--- src/rtl/core/dtht_sat_add.sv ---
// ----------------------------------------------------------------------------
// dtht_sat_add
// Shared saturating time adder; clamps to all ones on carry out.
// ----------------------------------------------------------------------------
`timescale 1ns / 1ps
`default_nettype none

module dtht_sat_add #(
  parameter int TIME_WIDTH = 32
) (
  input  wire logic [TIME_WIDTH-1:0] a,
  input  wire logic [TIME_WIDTH-1:0] b,
  output logic      [TIME_WIDTH-1:0] y
);

  logic [TIME_WIDTH:0] sum;

  always_comb begin
    sum = {1'b0, a} + {1'b0, b};
    y   = sum[TIME_WIDTH] ? {TIME_WIDTH{1'b1}} : sum[TIME_WIDTH-1:0];
  end

endmodule : dtht_sat_add

`default_nettype wire

--- config.mk ---
export PLATFORM = sky130hd
export DESIGN_NAME = dtht_sat_add
export DESIGN_NICKNAME = d
export VERILOG_FILES = /design/src/rtl/core/dtht_sat_add.sv
export SDC_FILE = /design/constraint.sdc
export NUM_CORES = 1
export LEC_CHECK = 0
export BUFFER_PORTS_ARGS = -buffer_cell sky130_fd_sc_hd__buf_2
export CORE_MARGIN = 4
export CORE_UTILIZATION = 35
export DETAILED_ROUTE_END_ITERATION = 10
export PLACE_DENSITY = 0.67
export SLEW_MARGIN = 40
export SYNTH_ARGS = -nofsm -noshare
export SYNTH_HDL_FRONTEND = slang
export SYNTH_SLANG_ARGS = --single-unit
--- constraint.sdc ---
create_clock -name vclk -period 2
set_input_delay 0.1 -clock vclk [all_inputs]
set_output_delay 0.1 -clock vclk [all_outputs]
set_load 0.03 [all_outputs]
==> PnR_summary.wiki <==
{| class="wikitable"
! Metric !! Value
|-
| Hold/Removal Path Class || in -> out
|-
| Crit. End Element || output port
|-
| Final #Nets || 604
|-
| Worst slew margin relative to its limit || 74.14%
|-
| Wire length per cell after detailed routing || 17.82 um
|-
| Sequential cell area fraction in the yosys report || 0%
|-
| Routed wire length || 10280 um
|-
| Most used standard cells in the synthesized netlist || sky130_fd_sc_hd__a21oi_1 (34), sky130_fd_sc_hd__ha_1 (32), sky130_fd_sc_hd__nand3_1 (32), sky130_fd_sc_hd__nor2_1 (28), sky130_fd_sc_hd__o21ai_0 (25)
|-
| Antenna Cells || 0
|-
| Initial DRT Pass Iterations || 4
|-
| Number of endpoints failing setup at the final stage || 32
|-
| Die Wd || 84.76 um
|-
| Crit path to || y[25]
|-
| Final ANT Viol Nets || 0
|-
| Most used routing layer in global routing || met2
|-
| Count of final max-slew check failures || 0
|-
| Half-perimeter wire length of the detailed placement result || 7022 um
|-
| Part of the total power dissipated in combinational logic || 100.0%
|-
| Sw Ratio || 51.49%
|-
| Fin area || 0.004527 mm^2
|-
| Avg Cell Area, Syn || 6.630 um^2
|-
| Syn. warnings || 0
|-
| Highest attainable clock frequency || 426.6 MHz
|-
| Library cell with the largest summed area after synthesis || sky130_fd_sc_hd__ha_1
|-
| Worst hold slack after final layout || 0.6362 ns
|-
| Post-layout minimum cycle time || 2.344 ns
|-
| Vias in the first global route || 3194
|-
| Global-route met3 utilization || 1.570%
|-
| Register share of total power || 0%
|-
| Crit Path Max Fanout || 5
|-
| Number of port buffers || 96
|-
| Critical path class || in -> out
|-
| Instance area at placement || 0.003779 mm^2
|-
| Vias || 3179
|-
| Total of fill cells in the finished design || 345
|-
| Maximum number of pins on one net before global-route repair || 18
|-
| Final RePlAce weighted congestion || 0.9193
|-
| Critical path launch point type || primary input
|-
| Post-placement worst setup slack || -0.4342 ns
|-
| Crit path largest cell delay || 0.32 ns
|-
| Final period util || 117.2%
|-
| Clock group share of total power || 0%
|-
| Starting density of the core || 36.77%
|-
| Cell with the most instances after synthesis || sky130_fd_sc_hd__a21oi_1
|-
| Footprint of the multi-input gates || 0.002764 mm^2
|-
| Launch point of the worst path || a[4]
|-
| Violations in the final reports || setup timing
|-
| Met1 global-route usage || 30.99%
|-
| Slowest-stage cell, CP || sky130_fd_sc_hd__mux2_4
|-
| Area growth from synthesis to final layout || 119.5%
|-
| IR Drop Worst-Case VDD || 0.3438 mV
|-
| Met2 global-route usage || 46.69%
|-
| Tot GR Track Use || 24.90%
|-
| Initial antenna violation count || 0
|-
| Top-level I/O count || 96
|-
| Status || finished with violations
|-
| Total core area || 0.005608 mm^2
|-
| Share of final-layout standard cells stronger than drive strength 1 || 62.77%
|-
| Net load switching power || 0.001061 W
|-
| CP Cell Sequence || buf_6, ha_4, o211ai_1, o211ai_1, o21ai_2, o41ai_2, buf_4, a31o_4, mux2_4, o311ai_4, buf_6
|-
| Worst Setup Slack, final || -0.3442 ns
|-
| Number of maximum-capacitance violations || 0
|-
| Total congestion overflow || 0
|-
| Wire length of the first global-routing pass || 15170 um
|-
| Worst Path Arrival || 2.24 ns
|-
| Count of standard-cell rows || 27
|-
| Sequential cells || 0
|-
| Syn Nets || 408
|-
| Post-synth top area share || 19.42%
|-
| Area contributors post-synth || sky130_fd_sc_hd__ha_1 (19%), sky130_fd_sc_hd__a21oi_1 (8.3%), sky130_fd_sc_hd__nand3_1 (7.8%), sky130_fd_sc_hd__o21ai_0 (6.1%), sky130_fd_sc_hd__nor2_1 (5.1%)
|-
| Static leakage || 2.022 nW
|-
| Number of standard cells after synthesis || 311
|-
| Die Outline Area || 0.007183 mm^2
|-
| CLK BUF || 0
|-
| Number of vias per cell || 5.510
|-
| First-iteration detailed-routing DRC count || 160
|-
| CTS Hold Buffers Added || 0
|-
| Hold Violations, Final || 0
|-
| Count of different cell masters after synthesis || 51
|-
| Power Dens Cells || 455.3 mW/mm^2
|-
| Internal power contribution || 0.0009999 W
|-
| RSZ-0062 raised after global routing || yes
|-
| Sequential Area || 0 um^2
|-
| Number of remaining DRC errors || 0
|-
| Transition time at the pin with the least slew margin || 0.3838 ns
|-
| Vertical extent of the die || 84.76 um
|-
| Required arrival time at the worst endpoint || 1.90 ns
|-
| Total standard cell area after synthesis || 0.002062 mm^2
|}
## worst min-delay path by stage
stage | start | end | slack [ns] | cells past startpoint
2_1_floorplan | b[0] | y[0] | 0.48 | 3
3_3_place_gp | b[0] | y[0] | 0.68 | 5
3_5_place_dp | b[0] | y[0] | 0.71 | 5
4_1_cts | b[0] | y[0] | 0.63 | 5
5_1_grt | b[0] | y[0] | 0.65 | 5
6_report | b[0] | y[0] | 0.64 | 5
## kinds of logic (layout without fill, tap and decap cells)
kind of cell / after synthesis / in the layout / synth area share, %
buffers and inverters: 25 / 219 / 5.036
adders and majority gates: 33 / 33 / 20.39
xor gates and xnor gates: 21 / 21 / 8.920
AOI/OAI and AO/OA: 104 / 104 / 32.89
muxes: 7 / 7 / 3.823
and+or+nand+nor: 121 / 121 / 28.95
## power groups by stage
| stage | sequential, W | clock [W] | combinational, W |
|---|---|---|---|
| after floorplan | 0 | 0 | 0.00102 |
| after global placement | 0 | 0 | 0.00158 |
| after detailed placement | 0 | 0 | 0.00160 |
| after CTS | 0 | 0 | 0.00184 |
| after global routing | 0 | 0 | 0.00218 |
| final | 0 | 0 | 0.00206 |
## layer usage
metal / routed length, um / vias up
met5: 0 / -
met1: 4222 / 1482
met2: 5308 / 116
met4: 279 / 0
met3: 471 / 27
li1: - / 1554
## final cells by class
type | count | share of cell area (%)
repair buffers | 207 | 35.96
inverters | 12 | 0.9950
well taps | 72 | 1.990
multi-input cells | 286 | 61.06
## worst max-delay path: cells and delay by family
family / cells / cell delay [ns]
adders and majority gates: 1 / 0.27
buffers and inverters: 3 / 0.45
AOI/OAI and AO/OA: 6 / 1.10
muxes: 1 / 0.32
## cell usage in the layout (no fill, tap or decap), types with 3 or more instances in the layout
cell type and n:
sky130_fd_sc_hd__a21o_1 6, sky130_fd_sc_hd__a21oi_1 24, sky130_fd_sc_hd__a21oi_2 7, sky130_fd_sc_hd__a21oi_4 4, sky130_fd_sc_hd__and3_4 3, sky130_fd_sc_hd__buf_12 4, sky130_fd_sc_hd__buf_2 56, sky130_fd_sc_hd__buf_4 107
sky130_fd_sc_hd__buf_6 39, sky130_fd_sc_hd__ha_1 12, sky130_fd_sc_hd__ha_4 18, sky130_fd_sc_hd__inv_1 11, sky130_fd_sc_hd__mux2_4 3, sky130_fd_sc_hd__nand2_1 18, sky130_fd_sc_hd__nand2_2 4, sky130_fd_sc_hd__nand3_1 7
sky130_fd_sc_hd__nand3_2 13, sky130_fd_sc_hd__nand3_4 12, sky130_fd_sc_hd__nand4_1 3, sky130_fd_sc_hd__nor2_1 26, sky130_fd_sc_hd__nor2b_1 3, sky130_fd_sc_hd__nor3_1 10, sky130_fd_sc_hd__o211ai_1 10, sky130_fd_sc_hd__o21ai_0 18
sky130_fd_sc_hd__o21ai_1 3, sky130_fd_sc_hd__o21ai_2 5, sky130_fd_sc_hd__o311ai_4 3, sky130_fd_sc_hd__or2_2 5, sky130_fd_sc_hd__xnor2_1 9, sky130_fd_sc_hd__xor2_1 9
## through the flow
step	cells	power (W)	utilization, %	TNS (ns)
after floorplan	311	0.001023	-	-1.560
after global placement	564	0.001579	67.38	-9.669
after detailed placement	564	0.001603	67.38	-11.01
after CTS	574	0.001839	74.83	-7.614
after global routing	577	0.002185	80.72	-9.427
final	577	0.002061	80.72	-7.964
## timing repair
item | CTS | global route
setup endpoints to repair | 32 | 32
resized for setup | 85 | 59
pin swaps | 14 | 24
gates cloned | 1 | 1
endpoints found under the hold margin | 0 | 0
setup buffers | 9 | 4
Power figures use the tool's default switching activity.
